File: config.mk
export PLATFORM = sky130hd
export DESIGN_NAME = bearer_capability_ie_parser
export DESIGN_NICKNAME = d
export VERILOG_FILES = /design/src/hdl/bcie_pkg.sv /design/src/hdl/bearer_capability_ie_parser.sv
export VERILOG_INCLUDE_DIRS = /design/src /design/src/hdl
export SDC_FILE = /design/constraint.sdc
export NUM_CORES = 1
export LEC_CHECK = 0
export BUFFER_PORTS_ARGS = -buffer_cell sky130_fd_sc_hd__buf_2
export CORE_MARGIN = 3
export CORE_UTILIZATION = 64
export DETAILED_ROUTE_END_ITERATION = 10
export PLACE_DENSITY = 0.95
export SLEW_MARGIN = 10
export SYNTH_ARGS = -nofsm -noshare
export SYNTH_HDL_FRONTEND = slang
export SYNTH_SLANG_ARGS = --single-unit
File: constraint.sdc
create_clock -name clk -period 5.4 [get_ports clk]
set_clock_uncertainty 0.05 [all_clocks]
set_input_delay 0.27 -clock clk [delete_from_list [all_inputs] [get_ports clk]]
set_output_delay 0.27 -clock clk [all_outputs]
set_load 0.03 [all_outputs]
File: src/hdl/assert_macros.svh
// ----------------------------------------------------------------------------
// assert_macros.svh
// concurrent assertion helpers, sampled on clk, disabled during reset
// ----------------------------------------------------------------------------
`ifndef ASSERT_MACROS_SVH
`define ASSERT_MACROS_SVH

// property must hold at every clock edge out of reset
`define ASSERT_ALWAYS(label, prop, msg) \
    label: assert property (@(posedge clk) disable iff (!rst_n) (prop)) else $error(msg);

// consequent must hold at the same edge as the antecedent
`define ASSERT_IMPLIES(label, ante, cons, msg) \
    label: assert property (@(posedge clk) disable iff (!rst_n) (ante) |-> (cons)) else $error(msg);

// consequent must hold at the edge after the antecedent
`define ASSERT_NEXT(label, ante, cons, msg) \
    label: assert property (@(posedge clk) disable iff (!rst_n) (ante) |=> (cons)) else $error(msg);

`endif

File: src/hdl/bcie_pkg.sv
// ----------------------------------------------------------------------------
// bcie_pkg
// types and status codes for the bearer capability element decoder
// ----------------------------------------------------------------------------
`timescale 1ns / 1ps

package bcie_pkg;

    localparam int OCTET_W = 8;
    localparam int STATUS_W = 4;
    localparam int PROTO_W = 5;

    localparam logic [STATUS_W-1:0] ST_OK        = 4'd0;
    localparam logic [STATUS_W-1:0] ST_TOO_SHORT = 4'd1;
    localparam logic [STATUS_W-1:0] ST_OCT3_EXT  = 4'd2;
    localparam logic [STATUS_W-1:0] ST_OCT4B_EXT = 4'd3;
    localparam logic [STATUS_W-1:0] ST_BAD_5B    = 4'd4;
    localparam logic [STATUS_W-1:0] ST_OCT5D_EXT = 4'd5;
    localparam logic [STATUS_W-1:0] ST_OCT6_EXT  = 4'd6;
    localparam logic [STATUS_W-1:0] ST_OCT7_EXT  = 4'd7;
    localparam logic [STATUS_W-1:0] ST_TRUNC     = 4'd8;

    // optional group identifiers, octet bits 6..5
    localparam logic [1:0] GRP_L1 = 2'd1;
    localparam logic [1:0] GRP_L2 = 2'd2;
    localparam logic [1:0] GRP_L3 = 2'd3;

    // layer 1 protocols that allow octet 5b
    localparam logic [PROTO_W-1:0] L1_V110 = 5'd1;
    localparam logic [PROTO_W-1:0] L1_V120 = 5'd8;

    typedef struct packed {
        logic [OCTET_W-1:0] octet;
        logic               last_octet;
    } bcie_in_t;

    typedef struct packed {
        logic [1:0]         coding_std;
        logic [PROTO_W-1:0] transfer_capability;
        logic [1:0]         xfer_mode;
        logic [PROTO_W-1:0] transfer_rate;
        logic               layer1_present;
        logic [PROTO_W-1:0] layer1_protocol;
        logic               layer2_present;
        logic [PROTO_W-1:0] layer2_protocol;
        logic               layer3_present;
        logic [PROTO_W-1:0] layer3_protocol;
    } bcie_fields_t;

    typedef struct packed {
        logic [STATUS_W-1:0] status;
        logic [1:0]          coding_std;
        logic [PROTO_W-1:0]  transfer_capability;
        logic [1:0]          xfer_mode;
        logic [PROTO_W-1:0]  transfer_rate;
        logic                layer1_present;
        logic [PROTO_W-1:0]  layer1_protocol;
        logic                layer2_present;
        logic [PROTO_W-1:0]  layer2_protocol;
        logic                layer3_present;
        logic [PROTO_W-1:0]  layer3_protocol;
    } bcie_out_t;

endpackage

File: src/hdl/bearer_capability_ie_parser.sv
// ----------------------------------------------------------------------------
// bearer_capability_ie_parser
// decodes the contents octets of one bearer capability element, one octet
// per transfer, and gives one result transfer on the final octet
// ----------------------------------------------------------------------------
//  channel   signals                              direction  transfers
//  octet     octet_valid octet_ready octet_item   in         one per octet
//  result    result_valid result_ready result_item out       one per element
//
//  one octet per cycle while no held result stalls the input register; an octet is held
//  in the input register, and its decode plus state update are combinational from it
//  a final octet passes from the input register to the result register, which holds the result
//  rst_n clears the parse state and both valid registers
//  a held result stalls the input register only while it holds a last octet
// ----------------------------------------------------------------------------
`timescale 1ns / 1ps
`include "assert_macros.svh"

module bearer_capability_ie_parser (
    input  logic                clk,
    input  logic                rst_n,
    input  logic                octet_valid,
    output logic                octet_ready,
    input  bcie_pkg::bcie_in_t  octet_item,
    output logic                result_valid,
    input  logic                result_ready,
    output bcie_pkg::bcie_out_t result_item
);

    import bcie_pkg::*;

    localparam logic [3:0] PH_OCT3  = 4'd0;
    localparam logic [3:0] PH_OCT4  = 4'd1;
    localparam logic [3:0] PH_OCT4A = 4'd2;
    localparam logic [3:0] PH_OCT4B = 4'd3;
    localparam logic [3:0] PH_OPT1  = 4'd4;
    localparam logic [3:0] PH_OCT5A = 4'd5;
    localparam logic [3:0] PH_OCT5B = 4'd6;
    localparam logic [3:0] PH_OCT5C = 4'd7;
    localparam logic [3:0] PH_OCT5D = 4'd8;
    localparam logic [3:0] PH_OPT2  = 4'd9;
    localparam logic [3:0] PH_OPT3  = 4'd10;
    localparam logic [3:0] PH_SKIP  = 4'd11;

    logic               s1_valid_reg;
    bcie_in_t           s1_data_reg;
    logic               out_valid_reg;
    bcie_out_t          out_data_reg;

    logic [3:0]         phase_reg;
    logic [3:0]         phase_next;
    logic [STATUS_W-1:0] error_reg;
    logic [STATUS_W-1:0] error_next;
    logic               seen_two_reg;
    logic               seen_two_next;
    bcie_fields_t       fields_reg;
    bcie_fields_t       fields_next;

    logic               s1_fire;
    logic               seen_eff;
    logic [3:0]         ph_upd;
    logic [STATUS_W-1:0] err_upd;
    bcie_fields_t       fld_upd;
    logic [STATUS_W-1:0] status_c;
    bcie_out_t          result_c;

    logic                ext;
    logic [1:0]          grp_id;
    logic [PROTO_W-1:0]  low5;

    // stage 1 drains; a final octet goes to the result register unless a held result blocks it
    assign s1_fire     = s1_valid_reg && (!s1_data_reg.last_octet || !out_valid_reg
                                          || result_ready);
    assign octet_ready = !s1_valid_reg || s1_fire;

    assign ext    = s1_data_reg.octet[7];
    assign grp_id = s1_data_reg.octet[6:5];
    assign low5   = s1_data_reg.octet[4:0];

    assign seen_eff = seen_two_reg || (phase_reg != PH_OCT3);

    // per-octet decode
    always_comb
    begin
        ph_upd  = phase_reg;
        err_upd = error_reg;
        fld_upd = fields_reg;
        if (error_reg == ST_OK)
        begin
            unique case (phase_reg)
                PH_OCT3:
                begin
                    if (!ext)
                    begin
                        err_upd = ST_OCT3_EXT;
                        ph_upd  = PH_SKIP;
                    end
                    else
                    begin
                        fld_upd.coding_std          = grp_id;
                        fld_upd.transfer_capability = low5;
                        ph_upd = PH_OCT4;
                    end
                end
                PH_OCT4:
                begin
                    fld_upd.xfer_mode     = grp_id;
                    fld_upd.transfer_rate = low5;
                    ph_upd = ext ? PH_OPT1 : PH_OCT4A;
                end
                PH_OCT4A:
                    ph_upd = ext ? PH_OPT1 : PH_OCT4B;
                PH_OCT4B:
                begin
                    if (!ext)
                    begin
                        err_upd = ST_OCT4B_EXT;
                        ph_upd  = PH_SKIP;
                    end
                    else
                        ph_upd = PH_OPT1;
                end
                PH_OCT5A:
                begin
                    if (ext)
                        ph_upd = PH_OPT2;
                    else if (fields_reg.layer1_protocol != L1_V110
                             && fields_reg.layer1_protocol != L1_V120)
                    begin
                        err_upd = ST_BAD_5B;
                        ph_upd  = PH_SKIP;
                    end
                    else
                        ph_upd = PH_OCT5B;
                end
                PH_OCT5B:
                    ph_upd = ext ? PH_OPT2 : PH_OCT5C;
                PH_OCT5C:
                    ph_upd = ext ? PH_OPT2 : PH_OCT5D;
                PH_OCT5D:
                begin
                    if (!ext)
                    begin
                        err_upd = ST_OCT5D_EXT;
                        ph_upd  = PH_SKIP;
                    end
                    else
                        ph_upd = PH_OPT2;
                end
                PH_OPT1, PH_OPT2, PH_OPT3:
                begin
                    // optional groups, lower layers than one already passed are ignored
                    priority if (grp_id == GRP_L1 && phase_reg == PH_OPT1)
                    begin
                        fld_upd.layer1_present  = 1'b1;
                        fld_upd.layer1_protocol = low5;
                        ph_upd = ext ? PH_OPT2 : PH_OCT5A;
                    end
                    else if (grp_id == GRP_L2 && phase_reg != PH_OPT3)
                    begin
                        if (!ext)
                        begin
                            err_upd = ST_OCT6_EXT;
                            ph_upd  = PH_SKIP;
                        end
                        else
                        begin
                            fld_upd.layer2_present  = 1'b1;
                            fld_upd.layer2_protocol = low5;
                            ph_upd = PH_OPT3;
                        end
                    end
                    else if (grp_id == GRP_L3)
                    begin
                        if (!ext)
                            err_upd = ST_OCT7_EXT;
                        else
                        begin
                            fld_upd.layer3_present  = 1'b1;
                            fld_upd.layer3_protocol = low5;
                        end
                        ph_upd = PH_SKIP;
                    end
                    else
                        ph_upd = PH_SKIP;
                end
                default:
                    ph_upd = PH_SKIP;
            endcase
        end
    end

    // status of the element on its final octet
    always_comb
    begin
        priority if (!seen_eff)
            status_c = ST_TOO_SHORT;
        else if (err_upd != ST_OK)
            status_c = err_upd;
        else if (ph_upd == PH_OCT4 || ph_upd == PH_OCT4A || ph_upd == PH_OCT4B
                 || ph_upd == PH_OCT5A || ph_upd == PH_OCT5B
                 || ph_upd == PH_OCT5C || ph_upd == PH_OCT5D)
            status_c = ST_TRUNC;
        else
            status_c = ST_OK;
    end

    always_comb
    begin
        result_c = '0;
        result_c.status = status_c;
        if (status_c == ST_OK)
        begin
            result_c.coding_std          = fld_upd.coding_std;
            result_c.transfer_capability = fld_upd.transfer_capability;
            result_c.xfer_mode           = fld_upd.xfer_mode;
            result_c.transfer_rate       = fld_upd.transfer_rate;
            result_c.layer1_present      = fld_upd.layer1_present;
            result_c.layer1_protocol     = fld_upd.layer1_protocol;
            result_c.layer2_present      = fld_upd.layer2_present;
            result_c.layer2_protocol     = fld_upd.layer2_protocol;
            result_c.layer3_present      = fld_upd.layer3_present;
            result_c.layer3_protocol     = fld_upd.layer3_protocol;
        end
    end

    always_comb
    begin
        phase_next    = phase_reg;
        error_next    = error_reg;
        seen_two_next = seen_two_reg;
        fields_next   = fields_reg;
        if (s1_fire)
        begin
            if (s1_data_reg.last_octet)
            begin
                phase_next    = PH_OCT3;
                error_next    = ST_OK;
                seen_two_next = 1'b0;
                fields_next   = '0;
            end
            else
            begin
                phase_next    = ph_upd;
                error_next    = err_upd;
                seen_two_next = seen_eff;
                fields_next   = fld_upd;
            end
        end
    end

    always_ff @(posedge clk or negedge rst_n)
    begin
        if (!rst_n)
        begin
            phase_reg     <= PH_OCT3;
            error_reg     <= ST_OK;
            seen_two_reg  <= 1'b0;
            fields_reg    <= '0;
            s1_valid_reg  <= 1'b0;
            out_valid_reg <= 1'b0;
        end
        else
        begin
            phase_reg    <= phase_next;
            error_reg    <= error_next;
            seen_two_reg <= seen_two_next;
            fields_reg   <= fields_next;
            if (octet_ready)
                s1_valid_reg <= octet_valid;
            if (s1_fire && s1_data_reg.last_octet)
                out_valid_reg <= 1'b1;
            else if (result_ready)
                out_valid_reg <= 1'b0;
        end
    end

    always_ff @(posedge clk)
    begin
        if (octet_valid && octet_ready)
            s1_data_reg <= octet_item;
        if (s1_fire && s1_data_reg.last_octet)
            out_data_reg <= result_c;
    end

    assign result_valid = out_valid_reg;
    assign result_item  = out_data_reg;

    `ASSERT_IMPLIES(a_error_parks, error_reg != ST_OK, phase_reg == PH_SKIP, "error without skip phase")
    `ASSERT_NEXT(a_restart, s1_fire && s1_data_reg.last_octet, phase_reg == PH_OCT3 && !seen_two_reg && error_reg == ST_OK, "no restart after final octet")
    `ASSERT_IMPLIES(a_err_zero, result_valid && result_item.status != ST_OK, !result_item.layer1_present && !result_item.layer2_present && !result_item.layer3_present && result_item.coding_std == 2'd0, "fields set with error status")
    `ASSERT_NEXT(a_result_hold, result_valid && !result_ready, result_valid && $stable(result_item), "held result changed")

endmodule

-- Yosys cells after proc, flatten, opt, wreduce, memory -nomap -nowiden
Index checks and enable logic that the tools add are counted.
- word-level logic and storage cells: 125
- output and inout bits: 38
- bits in registers: 88
- input bits: 13
- eq/ne operators: 23
- muxes and demuxes: 48
- reduce and logical (&&, ||, !) cells: 26
- operators by type and width (operator ; number):
    two-way mux 4 bit ; 25
    two-way mux 32 bit ; 2
    two-way mux 6 bit ; 6
    case mux 4 bit (9 select lines) ; 1
    == test 4 x 3 -> 1 bit (second input constant) ; 7
    two-way mux 7 bit ; 3
    case mux 4 bit (5 select lines) ; 1
    two-way mux 18 bit ; 1
    == test 4 x 2 -> 1 bit (second input constant) ; 4
    == test 4 bit (second input constant) ; 4
    zero test 4 bit ; 3
    two-way mux 12 bit ; 1
    logical OR 1 bit ; 10
    == test 4 x 1 -> 1 bit (second input constant) ; 2
    nonzero test 4 bit ; 2
    logical AND 1 bit ; 6
    two-way mux 3 bit ; 2
    two-way mux 1 bit ; 5
    != test 5 x 1 -> 1 bit (second input constant) ; 1
    != test 5 x 4 -> 1 bit (second input constant) ; 1
    == test 2 bit (second input constant) ; 2
    != test 4 bit (second input constant) ; 1
    zero test 1 bit ; 3
    OR reduction 3 bit ; 1
    3 further kinds ; 3

-- Logic depth before layout (Yosys ltp)
Gate-level depths: netlist of the first run.
- word-level depth: 17
- mapped depth: 11
- gate-level depth less buffers: 7

-- Worst setup path before layout of the first run
No wires, ideal clock.
- kind: reg-to-reg
- start: reg s1_data_reg (netlist bit ext)
- end: reg out_data_reg (netlist bit result_item[5]) (data pin)
- library setup time: 0.261 ns
- data required time: 5.089 ns
- path buffers: 2
- slack: 2.850 ns
- period minus slack after synthesis: 2.550 ns
- stages on the path, launching flop included: 10
- data arrival time: 2.239 ns
- cells stage by stage: edfxtp_1 -> or4_4 -> nor2_1 -> o32ai_1 -> a211o_1 -> a22oi_4 -> and4_1 -> buf_6 -> buf_12 -> nor4_4
- longest elaborated chain between the ends: 16
- elaborated cells on any way between the ends: 49
- classes of those cells: eq/ne (7); mux (34); reduce/logical (8)
- ends and longest elaborated chain (item ; line ; RTL):
    start: declaration ; bearer_capability_ie_parser.sv:46 ; bcie_in_t s1_data_reg;
    start signal: assignment ; bearer_capability_ie_parser.sv:281 ; s1_data_reg <= octet_item;
    two-way mux 1 bit ; bearer_capability_ie_parser.sv:161 ; if (!ext)
    two-way mux 4 bit ; bearer_capability_ie_parser.sv:159 ; else if (grp_id == GRP_L2 && phase_reg != PH_OPT3)
    two-way mux 4 bit ; bearer_capability_ie_parser.sv:153 ; priority if (grp_id == GRP_L1 && phase_reg == PH_OPT1)
    case mux 4 bit (9 select lines) ; bearer_capability_ie_parser.sv:90 ; unique case (phase_reg)
    two-way mux 4 bit ; bearer_capability_ie_parser.sv:88 ; if (error_reg == ST_OK)
    == test 4 x 1 -> 1 bit / == test 4 x 2 -> 1 bit (equally long branches) ; bearer_capability_ie_parser.sv:200 ; else if (ph_upd == PH_OCT4 || ph_upd == PH_OCT4A || ph_upd == PH_OCT4B
    logical OR 1 bit (2 in a row) ; bearer_capability_ie_parser.sv:200 ;
    logical OR 1 bit (2 in a row) ; bearer_capability_ie_parser.sv:201 ; || ph_upd == PH_OCT5A || ph_upd == PH_OCT5B
    logical OR 1 bit (2 in a row) ; bearer_capability_ie_parser.sv:202 ; || ph_upd == PH_OCT5C || ph_upd == PH_OCT5D)
    two-way mux 4 bit ; bearer_capability_ie_parser.sv:200 ;
    two-way mux 4 bit ; bearer_capability_ie_parser.sv:198 ; else if (err_upd != ST_OK)
    two-way mux 4 bit ; bearer_capability_ie_parser.sv:196 ; priority if (!seen_eff)
    zero test 4 bit ; bearer_capability_ie_parser.sv:212 ; if (status_c == ST_OK)
    end signal: assignment ; bearer_capability_ie_parser.sv:283 ; out_data_reg <= result_c;
    end: declaration ; bearer_capability_ie_parser.sv:48 ; bcie_out_t out_data_reg;
Several ways; a longest one is shown, not always the timed one.
A chain may end at the register's enable or synchronous reset.

-- Final worst setup path of the first run
- start: reg phase_reg[1]
- end: reg out_data_reg (netlist bit result_item[29]) (data pin)
- longest elaborated chain between the ends: 17
- elaborated cells on any way between the ends: 45
- classes of those cells: eq/ne (18); mux (13); reduce/logical (14)
- ends and longest elaborated chain (item ; line ; RTL):
    start: declaration ; bearer_capability_ie_parser.sv:50 ; logic [3:0] phase_reg;
    start signal: assignment ; bearer_capability_ie_parser.sv:265 ; phase_reg <= phase_next;
    != test 4 bit ; bearer_capability_ie_parser.sv:159 ;
    logical AND 1 bit ; bearer_capability_ie_parser.sv:159 ;
    two-way mux 4 bit ; bearer_capability_ie_parser.sv:159 ;
    two-way mux 4 bit ; bearer_capability_ie_parser.sv:153 ;
    case mux 4 bit (9 select lines) ; bearer_capability_ie_parser.sv:90 ;
    two-way mux 4 bit ; bearer_capability_ie_parser.sv:88 ;
    == test 4 x 1 -> 1 bit / == test 4 x 2 -> 1 bit (equally long branches) ; bearer_capability_ie_parser.sv:200 ;
    logical OR 1 bit (2 in a row) ; bearer_capability_ie_parser.sv:200 ;
    logical OR 1 bit (2 in a row) ; bearer_capability_ie_parser.sv:201 ;
    logical OR 1 bit (2 in a row) ; bearer_capability_ie_parser.sv:202 ;
    two-way mux 4 bit ; bearer_capability_ie_parser.sv:200 ;
    two-way mux 4 bit ; bearer_capability_ie_parser.sv:198 ;
    two-way mux 4 bit ; bearer_capability_ie_parser.sv:196 ;
    zero test 4 bit ; bearer_capability_ie_parser.sv:212 ;
Several ways; a longest one is shown, not always the timed one.

==> results of run 1 <==
-- stage by stage --
stage           util  cell area (sq um)
6_report       0.711               5180
5_1_grt        0.711               5180
4_1_cts        0.711               5180
3_5_place_dp   0.686               5000
3_3_place_gp   0.686               5000
2_1_floorplan      -               4850
-- layer usage --
metal  vias to the layer above  global-route usage  routed length, um
met1                      1821               0.380               4490
met4                         0              0.0940                163
li1                       1727                   -                  -
met2                       213               0.400               5280
met3                        23              0.0555                969
met5                         -                   0                  0
-- logic make-up after synthesis --
family          Yosys count
buf+inv                  51
flops                    88
simple gates            182
mux                      24
compound gates          110
xor+xnor                  1
fa+ha+maj                 1
-- final cells by class --
class | count | area (sq um) | area share
flip-flops and latches | 88 | 2430 | 0.468
well taps | 99 | 124 | 0.0239
inverters | 7 | 26.3 | 0.00507
clock buffers | 9 | 124 | 0.0239
clock inverters | 7 | 52.6 | 0.0101
multi-input cells | 318 | 2150 | 0.416
repair buffers | 53 | 273 | 0.0526
-- cells in the final DEF, fill, tap and decap left out, drive strengths merged, types with 6 or more instances in the layout --
cell type / netlist / layout
a211o: 7 / 7
a21oi: 13 / 13
nor2: 29 / 29
inv: 7 / 10
mux2i: 24 / 24
a22o: 7 / 7
edfxtp: 45 / 45
a22oi: 26 / 26
nand2b: 6 / 6
nor3: 32 / 32
buf: 26 / 53
clkbuf: 18 / 9
nand2: 47 / 47
dfrtp: 43 / 43
or3: 27 / 27
o21ai: 38 / 38
-- power by group --
group	switching [mW]	total [mW]	leakage, nW	internal, mW
Combinational	1.02	1.53	1.06	0.503
Sequential	0.199	1.08	1.01	0.883
Clock	0.253	0.424	0.0856	0.171
Total	1.48	3.03	2.16	1.56
-- final timing paths --
kind | start | endpoint | slack, ns | depth (start not counted)
max | phase_reg[1]$_DFFE_PN0P_ | result_item[29]$_SDFFCE_PP0P_ | 1.64 | 7
min | rst_n | fields_reg[26]$_DFFE_PN0P_ | -0.01 | 1
max reg2reg | phase_reg[1]$_DFFE_PN0P_ | result_item[29]$_SDFFCE_PP0P_ | 1.64 | 7
min reg2reg | fields_reg[17]$_DFFE_PN0P_ | fields_reg[17]$_DFFE_PN0P_ | 0.46 | 2
max in group asynchronous | rst_n | error_reg[2]$_DFFE_PN0P_ | 4.68 | 1
min in group clk | octet_item[1] | low5[0]$_DFFE_PP_ | 0.02 | 1
-- critical path: stages, from the launching register on --
cell and delay, ns:
dfrtp_1 0.92, nor2_1 0.25, a41oi_1 0.30, o22ai_1 0.11
a21oi_1 0.29, nand3_1 0.83, or3_1 0.68, nor3_2 0.16
==> flow_summary.json, run 1 <==
{
  "gp_congestion": 0.916,
  "hold_path.class": "primary input to asynchronous set/reset pin",
  "final_hold_viol_count": 2,
  "antenna_found_initial": 0,
  "totalWireLength_mm": 10.9,
  "synth_area_sq_um": 4850,
  "clk_latency_ns": 0.37,
  "dr.pass1.iters": 6,
  "synth_top_family_by_area": "simple AND/OR/NAND/NOR gates",
  "powerDensity_nw_per_um2": 585,
  "status": "finished, violations left",
  "failed_checks": "negative hold slack",
  "finalMaxSlewViolations": 0,
  "drt_iter0_drc": 424,
  "hold_ws_ns": -0.0114,
  "synthSimpleGateAreaFrac": 0.234,
  "slew_headroom": 0.187,
  "synth.top_cell.area_share": 0.279,
  "drcViolationCount": 0,
  "rsz0062_at_grt": "false",
  "clock-sinks": 88,
  "htreeDepth": 3,
  "synth_cell_types": 62,
  "vdd_drop_max_v": 0.000408,
  "grt_overflow": 0,
  "setup_slack_ns": 1.64,
  "synthMuxAreaShare": 0.0495,
  "fmax_mhz": 266,
  "core-area_sq_um": 7290,
  "synth_top_area_cell": "edfxtp_1",
  "holdBufCountCts": 0,
  "synthTopCellsByArea": "edfxtp_1, dfrtp_1, nor3_2, mux2i_1, a22oi_1",
  "start_util": 0.665,
  "synth_commonest_cells": "nand2_1, edfxtp_1, dfrtp_1",
  "syn_area_per_cell_sq_um": 10.6,
  "grt_max_degree": 44,
  "io_buffers": 50,
  "ys_ff_latch": 88,
  "fin_tns_setup_ns": 0,
  "synth_cells": 457,
  "power_mw": 3.03,
  "async_flop_share": 0.489,
  "post_cts_buffers": 0,
  "drive_gt1_frac": 0.218,
  "placed_cells": 565,
  "final.fill_count": 546,
  "cts.clk_slew.worst_paths_ns": 0.10,
  "vias_per_cell": 6.51,
  "fin_nets": 490,
  "cp.required_ns": 5.56,
  "synth_ff_type": "edfxtp_1",
  "yosysSeqAreaShare": 0.501,
  "cts_inserted_buffers": 9,
  "largest_register_ffs": 36,
  "grt_pass1_vias": 3375,
  "post-route-period-util": 0.697,
  "grtUsageTotal": 0.264,
  "cp.arrival_ns": 3.92,
  "startpoint_type": "flop",
  "final_cells": 581,
  "leakage_nw": 2.16,
  "place_hpwl_mm": 6.95,
  "areaGrowthSynthToFinish_pct": 6.86,
  "antenna_left": 0,
  "synthAdderAreaFrac": 0.00206,
  "layout_min_cycle_time_ns": 3.76,
  "synth_compound_area_frac": 0.156,
  "clockBufferDepth": 2,
  "dieHeight_um": 93.0,
  "cts-resized-gates": 0,
  "yosys_warnings": 0,
  "io_pins": 51,
  "synth-edff-count": 45,
  "rows": 31,
  "cts_tree": "built",
  "worstSetupPathType": "flop to flop",
  "crit_fanout": 34,
  "yosysMostFrequentCell": "nand2_1",
  "fp.dieW_um": 93.0,
  "worstMarginPinSlew_ns": 1.22,
  "drv_cap": 0,
  "pre_cts_ws_ns": 1.75,
  "synthesis.nets": 470,
  "setup_viol": 0,
  "post_drt_wl_per_cell_um": 18.8,
  "dieArea_sq_um": 8660,
  "diodes": 0,
  "synth-xor-area-share": 0.00181,
  "grt_first_pass_wirelength_mm": 17.6,
  "clock-root-buffer": "clkbuf_8",
  "vias": 3784,
  "worstSetupEndpointType": "flop"
}
(Power assumes the default switching activity.)
==> run 2: changes to the inputs <==
--- a/config.mk
+++ b/config.mk
@@ -6,11 +6,12 @@
 export SDC_FILE = /design/constraint.sdc
 export NUM_CORES = 1
 export LEC_CHECK = 0
+export ABC_AREA = 1
 export BUFFER_PORTS_ARGS = -buffer_cell sky130_fd_sc_hd__buf_2
 export CORE_MARGIN = 3
-export CORE_UTILIZATION = 64
+export CORE_UTILIZATION = 57
 export DETAILED_ROUTE_END_ITERATION = 10
-export PLACE_DENSITY = 0.95
+export PLACE_DENSITY = 0.9
 export SLEW_MARGIN = 10
 export SYNTH_ARGS = -nofsm -noshare
 export SYNTH_HDL_FRONTEND = slang
==> constraint.sdc (replaced) <==
create_clock -name clk -period 3.8 [get_ports clk]
set_clock_uncertainty 0.05 [all_clocks]
set_input_delay 0.19 -clock clk [delete_from_list [all_inputs] [get_ports clk]]
set_output_delay 0.19 -clock clk [all_outputs]
set_load 0.03 [all_outputs]
==> run 2 against run 1 <==
The run now ends clean. Area after synthesis shrank 17%. Global-route usage down 4.7 points. Sequential power up 21%. Register-to-register slack got worse by 0.40 ns. First-iteration DRC count shrank 28%. Critical path type unchanged. Largest cell class unchanged.
==> flow_summary.json, run 2 <==
{
  "grtUsageMet1": 0.295,
  "areaGrowthSynthToFinish_pct": 15.9,
  "dr.pass1.iters": 5,
  "slew_headroom": 0.241,
  "layout_commonest_cell": "nand2_1",
  "drv_cap": 0,
  "r2r-start": "phase_reg[1]$_DFFE_PN0P_",
  "clk_latency_ns": 0.35,
  "vias_per_cell": 5.32,
  "drcViolationCount": 0,
  "post_drt_wl_per_cell_um": 14.3,
  "startpoint": "phase_reg[1]$_DFFE_PN0P_",
  "cts_inserted_buffers": 9,
  "grt_overflow": 0,
  "fmax_mhz": 390,
  "syn_area_per_cell_sq_um": 9.42,
  "worstMarginPinSlew_ns": 1.14,
  "clock-sinks": 88,
  "crit_fanout": 33,
  "setup_viol": 0,
  "vdd_drop_max_v": 0.000546,
  "drt_iter0_drc": 307,
  "hold_path.class": "flop to flop",
  "antenna_found_initial": 0,
  "max_stage_delay_ns": 0.44,
  "synth_area_sq_um": 4030,
  "worstSetupPathType": "flop to flop",
  "min_from": "error_reg[3]$_DFFE_PN0P_",
  "synthTopCellsByArea": "edfxtp_1, dfrtp_1, nand2_1, inv_1, o22ai_1",
  "place_hpwl_mm": 5.80,
  "totalWireLength_mm": 8.46,
  "cpMostUsedCell": "nand2_1",
  "core-area_sq_um": 6830,
  "startpoint_type": "flop",
  "fp.dieW_um": 90.1,
  "synthesis.nets": 441,
  "grt_pass1_vias": 2886,
  "io_buffers": 50,
  "leakage_nw": 2.19,
  "status": "finished, final reports clean",
  "synth_top_area_cell": "edfxtp_1",
  "io_pins": 51,
  "clockBufferDepth": 2,
  "cts.clk_slew.worst_paths_ns": 0.09,
  "cp_slowest_cell": "dfrtp_1",
  "synth.top_cell.area_share": 0.335,
  "vias": 3147,
  "largest_register_ffs": 36,
  "mostFrequentLayoutCells": "nand2_1, inv_1, buf_2",
  "synth_cells": 428,
  "final_hold_viol_count": 0,
  "start_util": 0.590,
  "finalMaxSlewViolations": 0,
  "post-route-period-util": 0.675,
  "dieArea_sq_um": 8120,
  "ys_ff_latch": 88,
  "hold_ws_ns": 0.434,
  "powerDensity_nw_per_um2": 762,
  "fin_tns_setup_ns": 0,
  "cts_tree": "built",
  "worstSetupEndpointType": "flop",
  "grt_use_met2": 0.342,
  "drive_gt1_frac": 0.212,
  "cp.arrival_ns": 2.63,
  "yosysSeqAreaShare": 0.602,
  "gp_congestion": 0.950,
  "synth_commonest_cells": "nand2_1, inv_1, edfxtp_1, nor2_1, dfrtp_1",
  "grtUsageTotal": 0.216,
  "synth-edff-count": 45,
  "worstPathCellList": "inv_2, nand2_1, nand3_1, nand2_4, nor2_1, nor2_2, a21oi_2, nand2_1, nor2_2, nand3_4, nand2_1, nor2_1",
  "rows": 30,
  "htreeDepth": 3,
  "rsz0062_at_grt": "false",
  "layout_min_cycle_time_ns": 2.56,
  "clock-root-buffer": "clkbuf_8",
  "dieHeight_um": 90.1,
  "yosysMostFrequentCell": "nand2_1",
  "async_flop_share": 0.489,
  "yosys_warnings": 0,
  "final.fill_count": 528,
  "grt_first_pass_wirelength_mm": 13.9,
  "busiest_layer": "met2",
  "grt_max_degree": 44,
  "use_met3": 0.0460,
  "synth_cell_types": 25,
  "fin_nets": 504,
  "synth_ff_type": "edfxtp_1",
  "diodes": 0,
  "cp.required_ns": 3.86,
  "antenna_left": 0
}
[run 2: changes by cell type after synthesis, moves of 25 or more]
| cell | previous run | this run |
|---|---|---|
| a22oi_1 | 25 | 0 |
| nor3_2 | 29 | 0 |
| inv_1 | 7 | 53 |
| nand2_1 | 47 | 86 |
| o22ai_1 | 1 | 31 |
| nor2_2 | 0 | 25 |
| or3_1 | 27 | 0 |
[run 2: cell type report]
class                           count  area [sq um]  area share
Tap cell                           96           120      0.0257
Clock buffer                       10           138      0.0295
Sequential cell                    88          2430       0.520
Multi-Input combinational cell    267          1310       0.280
Inverter                           61           229      0.0490
Clock inverter                      6          66.3      0.0142
Timing Repair Buffer               64           385      0.0825
[run 2: layer usage]
metal,share of wire,routed length (um)
met3,0.065,549
met2,0.49,4100
met5,0,0
met1,0.43,3600
met4,0.024,201
[run 2: logic make-up after synthesis]
logic type	after synthesis	share of synthesized area
flip-flops	88	0.602
multiplexers	1	0.00248
AO/OA/AOI/OAI	80	0.115
AND/OR/NAND/NOR	186	0.207
buffers and inverters	73	0.0736
[run 2: path summary, 6_finish.rpt]
path                       cells after the start                         end  slack, ns
max reg2reg                                   12   result_item[35]$_DFFE_PP_       1.24
min                                            2    error_reg[3]$_DFFE_PN0P_       0.43
max in group asynchronous                      2   fields_reg[3]$_DFFE_PN0P_       2.60
min reg2reg                                    2    error_reg[3]$_DFFE_PN0P_       0.43
min in group asynchronous                      2  fields_reg[29]$_DFFE_PN0P_       0.46
max                                           12   result_item[35]$_DFFE_PP_       1.24
[run 2: power breakdown]
group | switching [mW] | total (mW) | internal [mW] | leakage, nW
clock | 0.329 | 0.652 | 0.323 | 0.0949
sequential | 0.0786 | 1.31 | 1.24 | 1.02
combinational | 1.17 | 1.59 | 0.422 | 1.07
total | 1.58 | 3.56 | 1.98 | 2.19
[run 2: timing repair]
item	in CTS	in global routing
gates resized for setup	0	0
hold buffers	12	0
endpoints found under the hold margin	54	0
endpoints found under the setup margin	0	0
buffers inserted	0	0
[run 2: metrics by stage]
| stage | area [sq um] | worst slack [ns] | power, mW | cells | util |
|---|---|---|---|---|---|
| after CTS | 4670 | 1.26 | 3.57 | 592 | 0.684 |
| after detailed placement | 4350 | 1.27 | 2.91 | 564 | 0.636 |
| final | 4670 | 1.24 | 3.56 | 592 | 0.684 |
| after global routing | 4670 | 1.02 | 3.81 | 592 | 0.684 |
| after floorplan | 4030 | 1.51 | 2.67 | 428 | - |
| after global placement | 4350 | 1.27 | 2.88 | 564 | 0.636 |
[run 2: worst max-delay path: cells and delay by family (launching register included)]
| family | cells | cell delay [ns] |
|---|---|---|
| simple gates | 10 | 1.51 |
| flops | 1 | 0.44 |
| buf+inv | 1 | 0.11 |
| compound gates | 1 | 0.17 |
==> run 3: changes to the inputs <==
--- a/config.mk
+++ b/config.mk
@@ -9,9 +9,9 @@
 export ABC_AREA = 1
 export BUFFER_PORTS_ARGS = -buffer_cell sky130_fd_sc_hd__buf_2
 export CORE_MARGIN = 3
-export CORE_UTILIZATION = 57
+export CORE_UTILIZATION = 52
 export DETAILED_ROUTE_END_ITERATION = 10
-export PLACE_DENSITY = 0.9
+export PLACE_DENSITY = 0.87
 export SLEW_MARGIN = 10
 export SYNTH_ARGS = -nofsm -noshare
 export SYNTH_HDL_FRONTEND = slang
==> constraint.sdc (replaced) <==
create_clock -name clk -period 2.3 [get_ports clk]
set_clock_uncertainty 0.05 [all_clocks]
set_input_delay 0.115 -clock clk [delete_from_list [all_inputs] [get_ports clk]]
set_output_delay 0.115 -clock clk [all_outputs]
set_load 0.03 [all_outputs]
==> run 3 against run 2 <==
Final area grew 4.4%. Power increased by 80%. Combinational power is 98% higher. Die area up 9.0%. Setup slack got worse by 1.1 ns. First-iteration DRC count fell by 37%. Critical endpoint is now result_item[27]$_SDFFCE_PP0P_. Largest cell class unchanged. Hold slack got worse by 0.12 ns. Maximum frequency rose by 17%. Highest routed layer unchanged. Clock power up 66%. Count of clock-buffer cells in the layout down 1.
==> flow_summary.json, run 3 (synthesized netlist as in run 2, its figures left out) <==
{
  "status": "finished, final reports clean",
  "placed_cells": 587,
  "antenna_left": 0,
  "fp.dieW_um": 94.0,
  "worstSetupPathType": "flop to flop",
  "setup_viol": 0,
  "dieHeight_um": 94.0,
  "internal_power_mw": 3.63,
  "setup_slack_ns": 0.117,
  "dieArea_sq_um": 8840,
  "mostFrequentLayoutCells": "nand2_1, inv_1, buf_2",
  "cts_tree": "built",
  "cp.required_ns": 2.46,
  "post-route-period-util": 0.949,
  "final_cells": 616,
  "clk_latency_ns": 0.36,
  "core-area_sq_um": 7370,
  "cp_slowest_cell": "dfrtp_1",
  "clockPowerShare": 0.169,
  "dr.pass1.iters": 5,
  "drt_iter0_drc": 192,
  "r2r_slack_ns": 0.12,
  "totalWireLength_mm": 9.25,
  "power_mw": 6.40,
  "clock-root-buffer": "clkbuf_8",
  "vias": 3248,
  "grt_first_pass_wirelength_mm": 15.0,
  "place_hpwl_mm": 6.25,
  "drcViolationCount": 0,
  "diodes": 0,
  "p_comb_frac": 0.492,
  "clockBufferDepth": 2,
  "crit_fanout": 20,
  "final_hold_viol_count": 0,
  "antenna_found_initial": 0,
  "worstSetupEndpointType": "flop",
  "leakage_nw": 2.30,
  "cp.arrival_ns": 2.34,
  "met3_length_um": 583,
  "htreeDepth": 3,
  "cts.clk_slew.worst_paths_ns": 0.09,
  "met2_wirelength_mm": 4.40,
  "grtUsageTotal": 0.223,
  "drive_gt1_frac": 0.265,
  "slew_headroom": 0.618,
  "clock-sinks": 88,
  "power_switching_mw": 2.77,
  "critical-path-top-delay-family": "simple AND/OR/NAND/NOR gates",
  "finalMaxSlewViolations": 0,
  "fmax_mhz": 458,
  "design_area_sq_um": 4880,
  "wirelength_met1_mm": 3.95,
  "final_util": 0.662,
  "worstMarginPinSlew_ns": 0.573,
  "grt_pass1_vias": 3137,
  "drv_cap": 0,
  "top_layer": "met4",
  "worst-path-stages": 12,
  "power_switching_share": 0.433,
  "max_stage_delay_ns": 0.41,
  "layout_commonest_cell": "nand2_1",
  "hold_path.class": "primary input to asynchronous set/reset pin",
  "hold_ws_ns": 0.314,
  "worstPathCellList": "buf_4, nor2_2, buf_4, nand3b_1, nand3_1, nand2_1, a21oi_2, nand2_1, nor2_2, nand3_4, buf_12, nor2_1",
  "pre_cts_ws_ns": 0.0444,
  "reg2reg_depth": 12,
  "fin_nets": 525,
  "grt_max_degree": 44,
  "io_pins": 51,
  "crit_buf_inv": 3,
  "gp_congestion": 0.938,
  "power_frac_seq": 0.339,
  "vias_per_cell": 5.27,
  "startpoint_type": "flop",
  "rows": 31,
  "post_drt_wl_per_cell_um": 15.0,
  "placed_area_sq_um": 4530,
  "largest_register_ffs": 36,
  "fin_tns_setup_ns": 0,
  "start_util": 0.547,
  "layout_min_cycle_time_ns": 2.18,
  "powerDensity_nw_per_um2": 1310,
  "vdd_drop_max_v": 0.000625,
  "io_buffers": 50,
  "grt_overflow": 0,
  "cts_inserted_buffers": 9,
  "areaGrowthSynthToFinish_pct": 21.1
}
## run 3: final timing paths
kind,start,to
max in group asynchronous,rst_n,phase_reg[3]$_DFFE_PN0P_
max,phase_reg[2]$_DFFE_PN0P_,result_item[27]$_SDFFCE_PP0P_
min in group clk,octet_item[6],grp_id[0]$_DFFE_PP_
min reg2reg,error_reg[3]$_DFFE_PN0P_,error_reg[3]$_DFFE_PN0P_
min,rst_n,fields_reg[5]$_DFFE_PN0P_
max reg2reg,phase_reg[2]$_DFFE_PN0P_,result_item[27]$_SDFFCE_PP0P_
## run 3: what timing repair did
action / in CTS / in global routing
endpoints found under the hold margin: 54 / 0
hold buffers: 12 / 0
setup buffers: 0 / 1
setup endpoints to repair: 0 / 34
gates resized for setup: 0 / 17
## run 3: layout make-up
cell class / count / area, sq um
sequential: 88 / 2430
tap: 99 / 124
inverter: 61 / 229
clock inverter: 7 / 78.8
fill: 591 / 2490
clock buffer: 9 / 124
timing repair buffer: 85 / 568
multi-input combinational: 267 / 1330
## run 3: routing by layer
metal / global-route usage / vias up
met1: 0.295 / 1482
met4: 0.0999 / 0
li1: - / 1589
met3: 0.0473 / 37
met2: 0.356 / 140
met5: 0 / -
## run 3: worst register-to-register path, cell delays in order, from the launching register on
cell	delay [ns]
dfrtp_1	0.41
buf_4	0.15
nor2_2	0.15
buf_4	0.14
nand3b_1	0.11
nand3_1	0.13
nand2_1	0.07
a21oi_2	0.14
nand2_1	0.09
nor2_2	0.16
nand3_4	0.13
buf_12	0.18
nor2_1	0.13
## run 3: power by group through the flow
stage / clock network (mW) / registers, mW / logic [mW]
2_1_floorplan: 0 / 2.39 / 2.03
3_3_place_gp: 0 / 2.18 / 2.99
3_5_place_dp: 0 / 2.19 / 3.04
4_1_cts: 1.10 / 2.16 / 3.07
5_1_grt: 1.17 / 2.20 / 3.43
6_report: 1.08 / 2.17 / 3.15
